**config.mk**
```make
export PLATFORM = sky130hd
export DESIGN_NAME = line_sensor_pid_steering_core_flat
export DESIGN_NICKNAME = d
export VERILOG_FILES = /design/src/rtl/core/lsps_pkg.sv /design/src/rtl/core/lsps_channels.sv /design/src/rtl/core/line_sensor_pid_steering_core.sv /design/src/flat_wrapper.sv
export SDC_FILE = /design/constraint.sdc
export NUM_CORES = 1
export LEC_CHECK = 0
export BUFFER_PORTS_ARGS = -buffer_cell sky130_fd_sc_hd__buf_2
export CAP_MARGIN = 20
export CORE_UTILIZATION = 54
export CTS_BUF_LIST = sky130_fd_sc_hd__clkbuf_2 sky130_fd_sc_hd__clkbuf_4 sky130_fd_sc_hd__clkbuf_8
export DETAILED_ROUTE_END_ITERATION = 6
export GPL_TIMING_DRIVEN = 0
export MAX_ROUTING_LAYER = met4
export PLACE_DENSITY = 0.76
export SKIP_LAST_GASP = 1
export SLEW_MARGIN = 15
export SYNTH_ARGS = -nofsm -noshare
export SYNTH_HDL_FRONTEND = slang
export SYNTH_SLANG_ARGS = --single-unit
export TNS_END_PERCENT = 100
```
**constraint.sdc**
```tcl
create_clock -name clk_i -period 14.3 [get_ports clk_i]
set_input_delay 1.43 -clock clk_i [delete_from_list [all_inputs] [get_ports clk_i]]
set_output_delay 1.43 -clock clk_i [all_outputs]
set_load 0.02 [all_outputs]
```
**src/rtl/core/lsps_pkg.sv**
```systemverilog
// Shared types, constants and helpers for the line sensor PID steering core.
// No dependencies; the interfaces and the core import it.
`timescale 1ns / 1ps

package lsps_pkg;

  localparam int unsigned SensorW   = 5;
  localparam int unsigned IndexW    = 4;
  localparam int unsigned ModeW     = 2;
  localparam int unsigned GainW     = 12;
  localparam int unsigned SpeedW    = 16;
  localparam int unsigned DriveW    = 24;
  localparam int unsigned SumW      = 16;
  localparam int unsigned ErrW      = 4;
  localparam int unsigned CfgIdxW   = 2;
  localparam int unsigned CfgDataW  = 16;
  localparam int unsigned TableLen  = 11;

  localparam logic [IndexW-1:0] CenterIndex = 4'd5;
  localparam logic [IndexW-1:0] LitIndex    = 4'd0;
  localparam logic [IndexW-1:0] DarkIndex   = 4'd10;

  localparam logic [ModeW-1:0] ModeStopped = 2'd0;
  localparam logic [ModeW-1:0] ModeFollow  = 2'd1;
  localparam logic [ModeW-1:0] ModeCurve   = 2'd2;

  localparam logic [CfgIdxW-1:0] RegGainProp  = 2'd0;
  localparam logic [CfgIdxW-1:0] RegGainInteg = 2'd1;
  localparam logic [CfgIdxW-1:0] RegGainDeriv = 2'd2;
  localparam logic [CfgIdxW-1:0] RegBaseSpeed = 2'd3;

  localparam logic [GainW-1:0]  GainPropRst  = 12'd128;
  localparam logic [GainW-1:0]  GainIntegRst = 12'd13;
  localparam logic [GainW-1:0]  GainDerivRst = 12'd256;
  localparam logic [SpeedW-1:0] BaseSpeedRst = 16'd0;

  localparam logic [SensorW-1:0] PatternTable [TableLen] = '{
    5'd31, 5'd16, 5'd24, 5'd8, 5'd12, 5'd4, 5'd6, 5'd2, 5'd3, 5'd1, 5'd0
  };

  typedef struct packed {
    logic [SensorW-1:0] sensor_bits;
    logic               side_mark;
  } in_word_t;

  typedef struct packed {
    logic [IndexW-1:0]        position_index;
    logic                     pattern_known;
    logic [ModeW-1:0]         run_mode;
    logic signed [DriveW-1:0] steer_value;
    logic signed [DriveW-1:0] motor_left;
    logic signed [DriveW-1:0] motor_right;
    logic                     stop_mark;
  } out_word_t;

  typedef struct packed {
    logic [CfgIdxW-1:0]  reg_index;
    logic [CfgDataW-1:0] wr_data;
  } cfg_word_t;

  typedef struct packed {
    logic              known;
    logic [IndexW-1:0] index;
  } match_t;

  function automatic match_t pattern_lookup(input logic [SensorW-1:0] bits);
    match_t m;
    m.known = 1'b0;
    m.index = CenterIndex;
    for (int i = 0; i < TableLen; i++) begin
      if (bits == PatternTable[i]) begin
        m.known = 1'b1;
        m.index = IndexW'(i);
      end
    end
    return m;
  endfunction

endpackage

```
**src/rtl/core/lsps_channels.sv**
```systemverilog
// Valid/ready channel interfaces for sample words, result words and config writes.
// Depends on lsps_pkg for the payload types.
`timescale 1ns / 1ps

interface lsps_in_if import lsps_pkg::*; ();
  logic     valid;
  logic     ready;
  in_word_t data;
  modport source (output valid, output data, input ready);
  modport sink   (input valid, input data, output ready);
endinterface

interface lsps_out_if import lsps_pkg::*; ();
  logic      valid;
  logic      ready;
  out_word_t data;
  modport source (output valid, output data, input ready);
  modport sink   (input valid, input data, output ready);
endinterface

interface lsps_cfg_if import lsps_pkg::*; ();
  logic      valid;
  logic      ready;
  cfg_word_t data;
  modport source (output valid, output data, input ready);
  modport sink   (input valid, input data, output ready);
endinterface

```
**src/rtl/core/line_sensor_pid_steering_core.sv**
```systemverilog
// Line sensor PID steering core: pattern lookup, PID update and motor mix.
// A sample word goes into the input register, then into the result register once that can advance.
// Throughput: one sample word per cycle; the input register and the result
// register stall together only while a result word waits and the next sample word is held.
// Reset: rst_ni clears PID state, mark count and valids; gains and base speed take their defaults.
// Depends on lsps_pkg and the interfaces in lsps_channels.sv.
`timescale 1ns / 1ps

module line_sensor_pid_steering_core import lsps_pkg::*; (
  input  logic       clk_i,
  input  logic       rst_ni,
  lsps_cfg_if.sink   cfg_i,
  lsps_in_if.sink    in_i,
  lsps_out_if.source out_o
);

  logic [GainW-1:0]  gain_prop_q, gain_integ_q, gain_deriv_q;
  logic [SpeedW-1:0] base_speed_q;

  logic                     s1_valid_q;
  in_word_t                 s1_q;
  logic                     out_valid_q;
  out_word_t                out_q;

  logic signed [SumW-1:0]   error_sum_q, error_sum_d;
  logic signed [ErrW-1:0]   last_error_q, last_error_d;
  logic signed [DriveW-1:0] held_steer_q, held_steer_d;
  logic signed [DriveW-1:0] left_drive_q, left_drive_d;
  logic signed [DriveW-1:0] right_drive_q, right_drive_d;
  logic                     mark_count_q, mark_count_d;

  logic                      advance, load;
  match_t                    match;
  logic [IndexW-1:0]         pos_idx;
  logic [ModeW-1:0]          mode;
  logic                      pid_upd, stop;
  logic signed [ErrW-1:0]    err;
  logic signed [SumW:0]      sum_wide;
  logic signed [SumW-1:0]    sum_sat;
  logic signed [ErrW:0]      diff;
  logic signed [16:0]        p_prop;
  logic signed [28:0]        p_int;
  logic signed [17:0]        p_der;
  logic signed [30:0]        acc;
  logic signed [DriveW+1:0]  drv_l, drv_r;

  function automatic logic signed [DriveW-1:0] sat_acc(input logic signed [30:0] v);
    if (v > 31'sd8388607) return 24'sh7FFFFF;
    else if (v < -31'sd8388608) return 24'sh800000;
    else return DriveW'(v);
  endfunction

  function automatic logic signed [DriveW-1:0] sat_drv(input logic signed [DriveW+1:0] v);
    if (v > 26'sd8388607) return 24'sh7FFFFF;
    else if (v < -26'sd8388608) return 24'sh800000;
    else return DriveW'(v);
  endfunction

  assign advance     = !out_valid_q || out_o.ready;
  assign load        = s1_valid_q && advance;
  assign in_i.ready  = !s1_valid_q || advance;
  assign cfg_i.ready = 1'b1;
  assign out_o.valid = out_valid_q;
  assign out_o.data  = out_q;

  always_comb begin
    match   = pattern_lookup(s1_q.sensor_bits);
    pos_idx = match.index;
    if (match.known && pos_idx == DarkIndex) mode = ModeStopped;
    else if (match.known && pos_idx == LitIndex) mode = ModeCurve;
    else mode = ModeFollow;
    pid_upd = (pos_idx != CenterIndex) && (pos_idx != LitIndex) && (pos_idx != DarkIndex);

    stop         = s1_q.side_mark && mark_count_q;
    mark_count_d = s1_q.side_mark ? !mark_count_q : mark_count_q;

    err      = ErrW'($signed({1'b0, pos_idx}) - 5'sd5);
    sum_wide = (SumW+1)'(error_sum_q) + (SumW+1)'(err);
    if (sum_wide > 17'sd32767) sum_sat = 16'sh7FFF;
    else if (sum_wide < -17'sd32768) sum_sat = 16'sh8000;
    else sum_sat = SumW'(sum_wide);
    diff   = (ErrW+1)'(last_error_q) - (ErrW+1)'(err);
    p_prop = $signed({1'b0, gain_prop_q}) * err;
    p_int  = $signed({1'b0, gain_integ_q}) * sum_sat;
    p_der  = $signed({1'b0, gain_deriv_q}) * diff;
    acc    = 31'(p_prop) + 31'(p_int) + 31'(p_der);

    error_sum_d  = error_sum_q;
    last_error_d = last_error_q;
    held_steer_d = held_steer_q;
    if (pid_upd) begin
      error_sum_d  = sum_sat;
      last_error_d = err;
      held_steer_d = sat_acc(acc);
    end

    drv_l = (DriveW+2)'($signed({1'b0, base_speed_q})) + (DriveW+2)'(held_steer_d);
    drv_r = (DriveW+2)'($signed({1'b0, base_speed_q})) - (DriveW+2)'(held_steer_d);
    left_drive_d  = left_drive_q;
    right_drive_d = right_drive_q;
    if (mode != ModeStopped) begin
      left_drive_d  = sat_drv(drv_l);
      right_drive_d = sat_drv(drv_r);
    end
  end

  always_ff @(posedge clk_i or negedge rst_ni) begin
    if (!rst_ni) begin
      gain_prop_q  <= GainPropRst;
      gain_integ_q <= GainIntegRst;
      gain_deriv_q <= GainDerivRst;
      base_speed_q <= BaseSpeedRst;
    end else if (cfg_i.valid) begin
      case (cfg_i.data.reg_index)
        RegGainProp:  gain_prop_q  <= GainW'(cfg_i.data.wr_data);
        RegGainInteg: gain_integ_q <= GainW'(cfg_i.data.wr_data);
        RegGainDeriv: gain_deriv_q <= GainW'(cfg_i.data.wr_data);
        RegBaseSpeed: base_speed_q <= cfg_i.data.wr_data;
        default: ;
      endcase
    end
  end

  always_ff @(posedge clk_i or negedge rst_ni) begin
    if (!rst_ni) begin
      s1_valid_q    <= 1'b0;
      out_valid_q   <= 1'b0;
      error_sum_q   <= '0;
      last_error_q  <= '0;
      held_steer_q  <= '0;
      left_drive_q  <= '0;
      right_drive_q <= '0;
      mark_count_q  <= 1'b0;
    end else begin
      if (in_i.ready) s1_valid_q <= in_i.valid;
      if (advance) out_valid_q <= s1_valid_q;
      if (load) begin
        error_sum_q   <= error_sum_d;
        last_error_q  <= last_error_d;
        held_steer_q  <= held_steer_d;
        left_drive_q  <= left_drive_d;
        right_drive_q <= right_drive_d;
        mark_count_q  <= mark_count_d;
      end
    end
  end

  always_ff @(posedge clk_i) begin
    if (in_i.valid && in_i.ready) s1_q <= in_i.data;
    if (load) begin
      out_q.position_index <= pos_idx;
      out_q.pattern_known  <= match.known;
      out_q.run_mode       <= mode;
      out_q.steer_value    <= held_steer_d;
      out_q.motor_left     <= left_drive_d;
      out_q.motor_right    <= right_drive_d;
      out_q.stop_mark      <= stop;
    end
  end

  a_ready_when_empty: assert property (@(posedge clk_i) disable iff (!rst_ni)
    !out_valid_q |-> in_i.ready)
    else $error("input stalled while result register empty");

  a_stop_clears_count: assert property (@(posedge clk_i) disable iff (!rst_ni)
    out_valid_q && out_q.stop_mark |-> !mark_count_q)
    else $error("mark count not cleared after stop mark");

  a_hold_steer: assert property (@(posedge clk_i) disable iff (!rst_ni)
    load && !pid_upd |=> held_steer_q == $past(held_steer_q))
    else $error("steering changed on a held sample");

  a_stopped_drive: assert property (@(posedge clk_i) disable iff (!rst_ni)
    load && mode == ModeStopped |=> left_drive_q == $past(left_drive_q)
      && right_drive_q == $past(right_drive_q))
    else $error("motor drive changed while stopped");

endmodule
```
**src/flat_wrapper.sv**
```systemverilog
// flat-port wrapper written by rule: the top's interface ports become plain ports
module line_sensor_pid_steering_core_flat import lsps_pkg::*;
  (clk_i, rst_ni, cfg_i_valid, cfg_i_data, cfg_i_ready, in_i_valid, in_i_data, in_i_ready, out_o_valid, out_o_data, out_o_ready);
  lsps_cfg_if cfg_i_i ();
  lsps_in_if in_i_i ();
  lsps_out_if out_o_i ();
  input  logic clk_i;
  input  logic rst_ni;
  input wire logic [$bits(cfg_i_i.valid)-1:0] cfg_i_valid;
  input wire logic [$bits(cfg_i_i.data)-1:0] cfg_i_data;
  output wire logic [$bits(cfg_i_i.ready)-1:0] cfg_i_ready;
  input wire logic [$bits(in_i_i.valid)-1:0] in_i_valid;
  input wire logic [$bits(in_i_i.data)-1:0] in_i_data;
  output wire logic [$bits(in_i_i.ready)-1:0] in_i_ready;
  output wire logic [$bits(out_o_i.valid)-1:0] out_o_valid;
  output wire logic [$bits(out_o_i.data)-1:0] out_o_data;
  input wire logic [$bits(out_o_i.ready)-1:0] out_o_ready;
  assign cfg_i_i.valid = cfg_i_valid;
  assign cfg_i_i.data = cfg_i_data;
  assign cfg_i_ready = cfg_i_i.ready;
  assign in_i_i.valid = in_i_valid;
  assign in_i_i.data = in_i_data;
  assign in_i_ready = in_i_i.ready;
  assign out_o_valid = out_o_i.valid;
  assign out_o_data = out_o_i.data;
  assign out_o_i.ready = out_o_ready;
  line_sensor_pid_steering_core u_core (.clk_i(clk_i), .rst_ni(rst_ni), .cfg_i(cfg_i_i), .in_i(in_i_i), .out_o(out_o_i));
endmodule
```
## After elaboration in Yosys (flattened, before gate mapping)

Index checks and enable logic that the tools add are counted.
W data, S select, Z words.

- Flip-flop bits (word level): 233
- Word-level logic and storage cells: 102

- Reductions and logical operators: 23
- Muxes and demuxes: 24
- $lt $le $gt $ge: 8
- Add/subtract/negate cells: 7
- Eq/ne operators: 16
- Multipliers: 3

Operators with widths:

| kind | count |
|---|---|
| $mux W24 | 9 |
| $mux W5 | 11 |
| $gt A26 B24 Y1 const B | 2 |
| $lt A26 B24 Y1 const B | 2 |
| $mux W16 | 2 |
| $add A30 B18 Y31 | 1 |
| $gt A31 B24 Y1 const B | 1 |
| $lt A31 B24 Y1 const B | 1 |
| $add A17 B29 Y30 | 1 |
| $mul A13 B16 Y29 | 1 |
| $add A17 B24 Y25 | 1 |
| $sub A17 B24 Y25 | 1 |
| $mul A13 B5 Y18 | 1 |
| $add A16 B4 Y17 | 1 |
| $gt A17 B16 Y1 const B | 1 |
| $lt A17 B16 Y1 const B | 1 |
| $mul A13 B4 Y17 | 1 |
| $eq A5 B5 Y1 const B | 3 |
| $reduce_and A2 Y1 | 6 |
| $eq A5 B2 Y1 const B | 2 |
| $eq A5 B3 Y1 const B | 2 |
| $eq A5 B4 Y1 const B | 2 |
| $logic_and A1 B1 Y1 | 7 |
| $eq A5 B1 Y1 const B | 1 |
| 15 further kinds | 20 |

## Depth between registers and ports, before layout

Gate-level depths: netlist of the first run.

- Depth in word-level cells: 29
- Depth in mapped cells: 68
- Gate-level depth less buffers: 60

## Least setup slack after synthesis of the first run

No wires, ideal clock.

- Kind: register to register
- Start: reg u_core.s1_q[1] (netlist bit)
- End: reg u_core.out_q, in the netlist u_core.out_o.data[3], data pin
- Period minus slack after synthesis: 15.350 ns
- Data arrival time: 15.080 ns
- Cell stages (with the launch flop): 64
- Required time: 14.030 ns
- Setup time: 0.270 ns
- Slack: -1.050 ns
- Buffers on the path: 9
- Cell sequence: edfxtp_1 -> buf_2 -> xor2_1 -> o21ai_0 -> a21oi_1 -> a31oi_1 -> clkbuf_1 -> ha_1 -> xnor2_1 -> clkbuf_1 -> ha_1 -> a21o_1 -> a21oi_1 -> o21bai_1 -> a21oi_1 -> o21ai_1 -> a41o_1 -> o31a_1 -> [28 not listed] -> clkbuf_1 -> clkbuf_1 -> nand2_1 -> o21a_1 -> ha_1 -> o21ba_2 -> o21ai_0 -> a21oi_1 -> o21ai_0 -> nand4_1 -> o211a_1 -> o21ba_2 -> o31ai_1 -> nand2_1 -> or4_4 -> buf_6 -> a31oi_2 -> a21oi_1

- Word-level cells in the longest chain between the ends: 29
- Elaborated cells between the ends (all ways): 57
- Classes of those cells: add/sub: 6; mul: 3; order compare: 6; eq/ne: 13; mux: 21; reduce/logical: 8

Ends and longest elaborated chain:

| what | line | source |
|---|---|---|
| start, declared | line_sensor_pid_steering_core.sv:21 | `in_word_t s1_q;` |
| start signal, assigned | line_sensor_pid_steering_core.sv:149 | `if (in_i.valid && in_i.ready) s1_q <= in_i.data;` |
| $eq A5 B5 Y1 | lsps_pkg.sv:71 | `if (bits == PatternTable[i]) begin` |
| $mux W5 (10 in series) | lsps_pkg.sv:71 |  |
| $mux W5 * | lsps_pkg.sv:71 |  |
| $sub A4 B3 Y4 * | line_sensor_pid_steering_core.sv:77 | `err = ErrW'($signed({1'b0, pos_idx}) - 5'sd5);` |
| via u_core.err[0] | line_sensor_pid_steering_core.sv:37 | `logic signed [ErrW-1:0] err;` |
| $add A16 B4 Y17 | line_sensor_pid_steering_core.sv:78 | `sum_wide = (SumW+1)'(error_sum_q) + (SumW+1)'(err);` |
| $lt A17 B16 Y1 | line_sensor_pid_steering_core.sv:80 | `else if (sum_wide < -17'sd32768) sum_sat = 16'sh8000;` |
| $mux W16 | line_sensor_pid_steering_core.sv:80 |  |
| [7 not listed] | -- |  |
| $mux W24 * | line_sensor_pid_steering_core.sv:91 | `if (pid_upd) begin` |
| via u_core.held_steer_d[1] | line_sensor_pid_steering_core.sv:27 | `logic signed [DriveW-1:0] held_steer_q, held_steer_d;` |
| $sub A17 B24 Y25 * | line_sensor_pid_steering_core.sv:98 | `drv_r = (DriveW+2)'($signed({1'b0, base_speed_q})) - (DriveW+2)'(held_steer_d);` |
| $lt A26 B24 Y1 | line_sensor_pid_steering_core.sv:55 | `else if (v < -26'sd8388608) return 24'sh800000;` |
| $mux W24 | line_sensor_pid_steering_core.sv:55 |  |
| $mux W24 * | line_sensor_pid_steering_core.sv:54 | `if (v > 26'sd8388607) return 24'sh7FFFFF;` |
| $mux W24 * | line_sensor_pid_steering_core.sv:101 | `if (mode != ModeStopped) begin` |
| via u_core.right_drive_d[2] | line_sensor_pid_steering_core.sv:29 | `logic signed [DriveW-1:0] right_drive_q, right_drive_d;` |
| end, declared | line_sensor_pid_steering_core.sv:23 | `out_word_t out_q;` |

Mark *: on every way through the listed nets, which the timed path passes. The rest lies on a longest branch.
A chain may end at the register's enable or synchronous reset.

## Worst setup path after layout of the first run

- Start: reg u_core.s1_q[2] (netlist bit)
- End: reg u_core.out_q, in the netlist u_core.out_o.data[19], data pin

The elaborated chain is that of the path after synthesis.

==> summary.md, run 1 <==
| Metric | Value |
|---|---|
| Most frequent cells in the layout | `inv_1 (428), fa_1 (294), nand2_1 (247)` |
| Initial antenna violation count | `3` |
| Top cells by area, synth | `fa_1 (26%), dfrtp_1 (15%), edfxtp_1 (11%)` |
| Crit path DAT | `15.01 ns` |
| Largest net degree at the start of global routing | `a little under 80` |
| Max-cap violations | `0` |
| TritonRoute pass-1 iters | `6` |
| Core area | `44400 um2` |
| Final Worst Setup Slack | `-0.406 ns` |
| Post-DRT Antenna Nets | `0` |
| Synth warn | `0` |
| Fmax | `0.0680 GHz` |
| Critical path launch point type | `flip-flop` |
| Synth-to-Final Area Change | `24.1%` |
| Placed Cells | `~3300` |
| Post-synthesis cell count | `between 2000 and 3000` |
| Max H-tree Level | `2` |
| Worst-skew pair later-pin latency | `0.63 ns` |
| Die span in x | `about 210 um` |
| CP Capture Type | `flip-flop` |
| Port Buf Inserts | `110` |
| Layout Utilization | `0.684` |
| Top cell by count, worst path | `fa_1` |
| Outcome | `finished, violations left` |
| Vias in the first global route | `21100` |
| Worst EP required | `14.60 ns` |
| Top Ports | `112` |
| GRT overflow | `0` |
| Design area | `30400 um2` |
| Syn Area/Cell | `9.50 um2` |
| Die H | `between 200 and 250 um` |
| Synth Flop Type | `dfrtp_1` |
| Total GRT Usage | `0.333` |
| Final hold violation count | `0` |
| Most common cell after layout, fill and taps aside | `inv_1` |
| Relative max-transition margin | `0.275` |
| Post-DP HPWL | `53900 um` |
| Routed vias/inst | `5.79` |
| Initial Utilization | `0.551` |
| Seq/Total Area, Yosys | `0.256` |
| Sequential cell area | `6270 um2` |
| Final wirelength | `around 75000 um` |
| Die area | `46200 um2` |
| Critical path class | `flip-flop to flip-flop` |
| CTS tree | `built` |
| Max Buffers Root-to-Sink | `3` |
| Skew final | `0.0467 ns` |
| Least-Margin Pin Slew | `1.09 ns` |
| Post-synth top area cell | `fa_1` |
| Detailed-route wire length per cell | `21.2 um` |
| Synth Cell Area | `about 24000 um2` |
| Failing checks | `setup timing` |
| Number of DRC markers in iteration 0 | `~2000` |
| RSZ-0062 raised after global routing | `true` |
| Max stage delay cell, worst path | `fa_1` |
| # rows | `77` |
| Number of synthesized flops with an enable pin | `86` |
| Ys async rst share | `0.631` |
| Multi-input gate area | `approximately 18000 um2` |
| Clk sinks | `~230` |
| Synth cell types | `82` |
| Fin crit period | `14.71 ns` |
| Slew Limit Fails | `0` |
| Fin cells | `3522` |
| Final net count | `3429` |
| Residual DRC | `0` |
| Final GP Congestion | `0.963` |
| Worst-path clk slew | `0.06 ns` |
| Inserted Clock Buffers | `40` |
| Fraction of layout cells with a size suffix above 1 | `0.268` |
| Global-route wire length before repair | `115000 um` |
| Crit-path max cell delay | `0.56 ns` |
| Hold crit path type | `flip-flop to flip-flop` |
| DP Area | `25900 um2` |
| Top-area cell type share of the netlist area | `0.260` |
| Vias | `20400` |
| Fill cell count | `3324` |
| Register bit total from synthesis | `233` |
| Root Buffer | `clkbuf_8` |
| Syn nets | `roughly 3100` |
| # setup viols final | `82` |
| CP Max Fanout | `6` |
| Worst slack, placed | `-3.76 ns` |
| Final worst path period share | `1.03` |
## registers in the layout (all words and copies together), names as in the netlist
signal	cells
u_core.gain_deriv_q	12
u_core.s1_valid_q	1
u_core.error_sum_q	16
u_core.gain_integ_q	12
u_core.mark_count_q	1
u_core.held_steer_q	24
u_core.right_drive_q	24
u_core.s1_q	6
u_core.gain_prop_q	12
u_core.last_error_q	4
u_core.base_speed_q	16
u_core.left_drive_q	24
u_core.out_o.data	80
u_core.out_o.valid	1
## metrics by stage
step	hold WS [ns]	setup TNS, ns
2_1_floorplan	0.438	0
3_3_place_gp	0.453	-298.50
3_5_place_dp	0.470	-316.26
4_1_cts	0.479	-15.33
5_1_grt	0.500	-44.52
6_report	0.482	-11.88
## synthesized netlist by cell type (all sizes together) (3+ instances only)
library cell / n
dfrtp: 142
and3: 12
o211ai: 13
o22ai: 6
nand3b: 6
inv: 446
nor2b: 25
o31a: 4
a211oi: 10
mux2i: 5
o21a: 27
nor2: 215
ha: 185
nand3: 22
o21bai: 10
dfstp: 5
a31oi: 20
buf: 17
mux2: 58
or2: 14
o221ai: 3
o22a: 39
a211o: 4
and4: 4
nor3: 22
fa: 318
o31ai: 7
nand2: 273
a21oi: 136
nand4: 11
edfxtp: 86
nand2b: 36
or3: 9
o21ai: 95
clkbuf: 83
xor2: 28
a21o: 25
and2: 58
xnor2: 45
nor4: 7
o21ba: 4
## worst paths after layout
check                                          from                      to  slack [ns]  cells after the start
worst max-delay path                 u_core.s1_q[2]   u_core.out_o.data[19]       -0.41                     66
worst min-delay path            u_core.mark_count_q     u_core.mark_count_q        0.48                      1
worst max register to register       u_core.s1_q[2]   u_core.out_o.data[19]       -0.41                     66
worst min register to register  u_core.mark_count_q     u_core.mark_count_q        0.48                      1
max in group asynchronous                    rst_ni  u_core.left_drive_q[2]       12.66                      2
min in group asynchronous                    rst_ni  u_core.error_sum_q[10]        0.73                      1
## area by class of cell
cell class | count | area share
multi-input cells | 1798 | 0.589
flip-flops and latches | 233 | 0.206
repair buffers | 299 | 0.0733
inverters | 446 | 0.0554
clock buffers | 63 | 0.0255
well taps | 592 | 0.0244
plain buffers | 79 | 0.0224
clock inverters | 10 | 0.00309
diodes | 2 | 0.000165
## timing repair
action	4_1_cts	5_1_grt
hold buffers	0	0
setup endpoints to repair	106	96
pin swaps	122	92
setup buffers	125	54
gates cloned	11	1
gates resized for setup	342	170
## cells by family after synthesis
kind of cell               Yosys count  synth area share
and+or+nand+nor                    723             0.135
buffers and inverters              546            0.0848
adders and majority gates          503             0.355
AOI/OAI and AO/OA                  433             0.114
DFF                                233             0.256
xor gates and xnor gates            73            0.0261
muxes                               63            0.0287
other                                1          0.000153
## critical path: cells and delay by family (launching register included)
family	cells	cell delay, ns
and+or+nand+nor	15	2.67
adders and majority gates	12	4.78
AOI/OAI and AO/OA	23	4.26
xor gates and xnor gates	1	0.27
buffers and inverters	15	1.92
DFF	1	0.41
## routing by layer
layer,part of all wire,vias to the layer above,GRT usage
li1,-,8967,-
met1,0.40,10300,0.424
met2,0.47,914,0.522
met3,0.085,218,0.0684
met4,0.046,0,0.129
met5,0,-,-
Power of run 1 is left out: the tool's default activity adds up to more than one toggle a clock period on the data nets, which glitch-free logic cannot reach.
==> inputs of run 2 (changes only) <==
--- a/config.mk
+++ b/config.mk
@@ -7,12 +7,13 @@
 export LEC_CHECK = 0
 export BUFFER_PORTS_ARGS = -buffer_cell sky130_fd_sc_hd__buf_2
 export CAP_MARGIN = 20
+export CORE_MARGIN = 5
 export CORE_UTILIZATION = 54
 export CTS_BUF_LIST = sky130_fd_sc_hd__clkbuf_2 sky130_fd_sc_hd__clkbuf_4 sky130_fd_sc_hd__clkbuf_8
 export DETAILED_ROUTE_END_ITERATION = 6
 export GPL_TIMING_DRIVEN = 0
 export MAX_ROUTING_LAYER = met4
-export PLACE_DENSITY = 0.76
+export PLACE_DENSITY = 0.74
 export SKIP_LAST_GASP = 1
 export SLEW_MARGIN = 15
 export SYNTH_ARGS = -nofsm -noshare
==> run 2 against run 1 <==
The flow still finishes with violations (setup timing); critical path depth is 5 lower; sequential cell count did not move; cell area rose by 0.21%; fmax increased by 0.21%; core utilization fell by 0.88 points; clock skew down 0.021 ns; clock-buffer cell count is 6 lower; global-route usage down 1.7 points; routed wire length up 3.4%; die area increased by 7.6%; via count is 1.1% higher; non-clock buffer count grew 17; critical endpoint unchanged.
==> summary.md, run 2 (synthesized netlist as in run 1, its figures left out) <==
| Metric | Value |
|---|---|
| R2R setup slack | `-0.38 ns (+0.03 ns)` |
| Global-route wire length before repair | `120000 um (+4.3%)` |
| Crit-path max cell delay | `0.56 ns (about the same)` |
| Max Buffers Root-to-Sink | `3 (unchanged)` |
| GRT overflow | `0 (unchanged)` |
| Core area | `45100 um2 (+1.5%)` |
| # setup viols final | `80 (-2.4%)` |
| RSZ-0062 raised after global routing | `true` |
| Final Worst Setup Slack | `-0.376 ns (+0.0301 ns)` |
| Routed vias/inst | `5.82 (+0.46%)` |
| Critical path class | `flip-flop to flip-flop` |
| Max stage delay cell, worst path | `fa_1` |
| Final TNS setup | `-14.83 ns (-2.95 ns)` |
| Final hold violation count | `0 (unchanged)` |
| Max reg flops | `80 (unchanged)` |
| Skew final | `0.0258 ns (-0.0210 ns)` |
| Worst-path clk slew | `0.06 ns (about the same)` |
| Residual DRC | `0 (unchanged)` |
| Die H | `223 um (+3.7%)` |
| Largest net degree at the start of global routing | `104 (+33%)` |
| Detailed-route wire length per cell | `21.8 um (+2.7%)` |
| Synth-to-Final Area Change | `24.4%` |
| # rows | `78 (+1.3%)` |
| Die span in x | `223 um (+3.7%)` |
| Die area | `49700 um2 (+7.6%)` |
| Post-DRT Antenna Nets | `0 (unchanged)` |
| Ant. Diodes | `0 (-2)` |
| Final wirelength | `77200 um (+3.4%)` |
| Worst EP required | `14.62 ns (+0.02 ns)` |
| Crit path DAT | `15.00 ns (about the same)` |
| Critical path launch point type | `flip-flop` |
| Layout Utilization | `0.675 (-0.00884)` |
| Worst slack, placed | `-3.79 ns (-0.0271 ns)` |
| Relative max-transition margin | `0.352 (+0.0770)` |
| Clk sinks | `233 (unchanged)` |
| Top Ports | `112 (unchanged)` |
| Hold buffer count at cts | `0 (unchanged)` |
| Worst-skew pair later-pin latency | `0.62 ns (about the same)` |
| Number of DRC markers in iteration 0 | `2281 (+14%)` |
| Max-cap violations | `0 (unchanged)` |
| TritonRoute pass-1 iters | `6 (unchanged)` |
| Total GRT Usage | `0.315 (-0.0175)` |
| Fmax | `0.0681 GHz (+0.21%)` |
| Fill cell count | `3438 (+3.4%)` |
| Root Buffer | `clkbuf_8` |
| Hold crit path type | `flip-flop to flip-flop` |
| Post-DP HPWL | `55400 um (+2.8%)` |
| CTS tree | `built` |
| CP Max Fanout | `8 (+2)` |
| Final Hold Slack | `0.487 ns (+0.00543 ns)` |
| Vias in the first global route | `21700 (+2.8%)` |
| Port Buf Inserts | `110 (unchanged)` |
| Vias | `20600 (+1.1%)` |
| Top cell by count, worst path | `fa_1` |
| Fraction of layout cells with a size suffix above 1 | `0.269 (+0.000581)` |
| Most frequent cells in the layout | `inv_1 (420), fa_1 (291), nand2_1 (240)` |
| Final worst path period share | `1.03 (-0.00211)` |
| Max H-tree Level | `2 (unchanged)` |
| Final net count | `3446 (+0.50%)` |
| Outcome | `finished, violations left` |
| Failing checks | `setup timing` |
| Initial antenna violation count | `0 (-3)` |
| Most common cell after layout, fill and taps aside | `inv_1` |
| Slew Limit Fails | `0 (unchanged)` |
| Initial Utilization | `0.543 (-0.00824)` |
| CP Capture Type | `flip-flop` |
| Final GP Congestion | `0.942 (-2.2%)` |
| Least-Margin Pin Slew | `0.972 ns (-0.115 ns)` |
| Fin crit period | `14.68 ns (-0.0301 ns)` |
| Inserted Clock Buffers | `41 (+2.5%)` |
## run 2: cell types whose count changed in the layout (fill, tap and decap cells not counted), moves of 5 or more
cell	before	now
o21ai_1	17	27
o21ai_2	17	7
buf_6	22	28
nor2_2	4	15
clkbuf_8	60	55
inv_2	15	24
buf_4	162	175
inv_1	428	420
nand2_1	247	240
nor2_4	14	6
clkinv_1	2	7
clkbuf_4	18	11
## run 2: path summary, 6_finish.rpt
check / from / end / cells after the start
worst max register to register: u_core.s1_q[5] / u_core.out_o.data[19] / 61
min in group asynchronous: rst_ni / u_core.error_sum_q[11] / 1
max in group asynchronous: rst_ni / u_core.right_drive_q[9] / 2
worst min-delay path: u_core.error_sum_q[13] / u_core.error_sum_q[13] / 2
worst min register to register: u_core.error_sum_q[13] / u_core.error_sum_q[13] / 2
worst max-delay path: u_core.s1_q[5] / u_core.out_o.data[19] / 61
## run 2: worst max-delay path, delay by kind of cell (launching register included)
kind | cells | cell delay [ns]
AOI/OAI and AO/OA | 22 | 4.43
xor gates and xnor gates | 1 | 0.16
adders and majority gates | 12 | 4.76
buffers and inverters | 13 | 1.60
DFF | 1 | 0.51
and+or+nand+nor | 13 | 2.84
## run 2: metrics by stage
stage	cells	instance area (um2)
6_report	3544	30400
5_1_grt	3544	30400
4_1_cts	3511	29800
3_5_place_dp	3288	25900
3_3_place_gp	3285	25900
2_1_floorplan	2575	24600
## run 2: final cells by class
cell class,count,area (um2),area share
inverter,446,1680,0.0553
buffer,79,702,0.0231
clock buffer,57,728,0.0239
sequential,233,6270,0.206
clock inverter,16,160,0.00526
multi-input combinational,1797,17800,0.583
timing repair buffer,316,2390,0.0784
tap,600,751,0.0247
## run 2: timing repair
action | 4_1_cts | 5_1_grt
pin swaps | 158 | 116
gates cloned | 12 | 1
gates resized for setup | 388 | 128
setup endpoints to repair | 99 | 96
setup buffers | 156 | 42
## run 2: layer usage
layer / track usage / share of wire / vias to the layer above
met1: 0.413 / 0.39 / 10300
met5: - / 0 / -
li1: - / - / 9004
met4: 0.107 / 0.043 / 0
met2: 0.501 / 0.48 / 1025
met3: 0.0574 / 0.087 / 247
Power of run 2 is left out for the same reason.
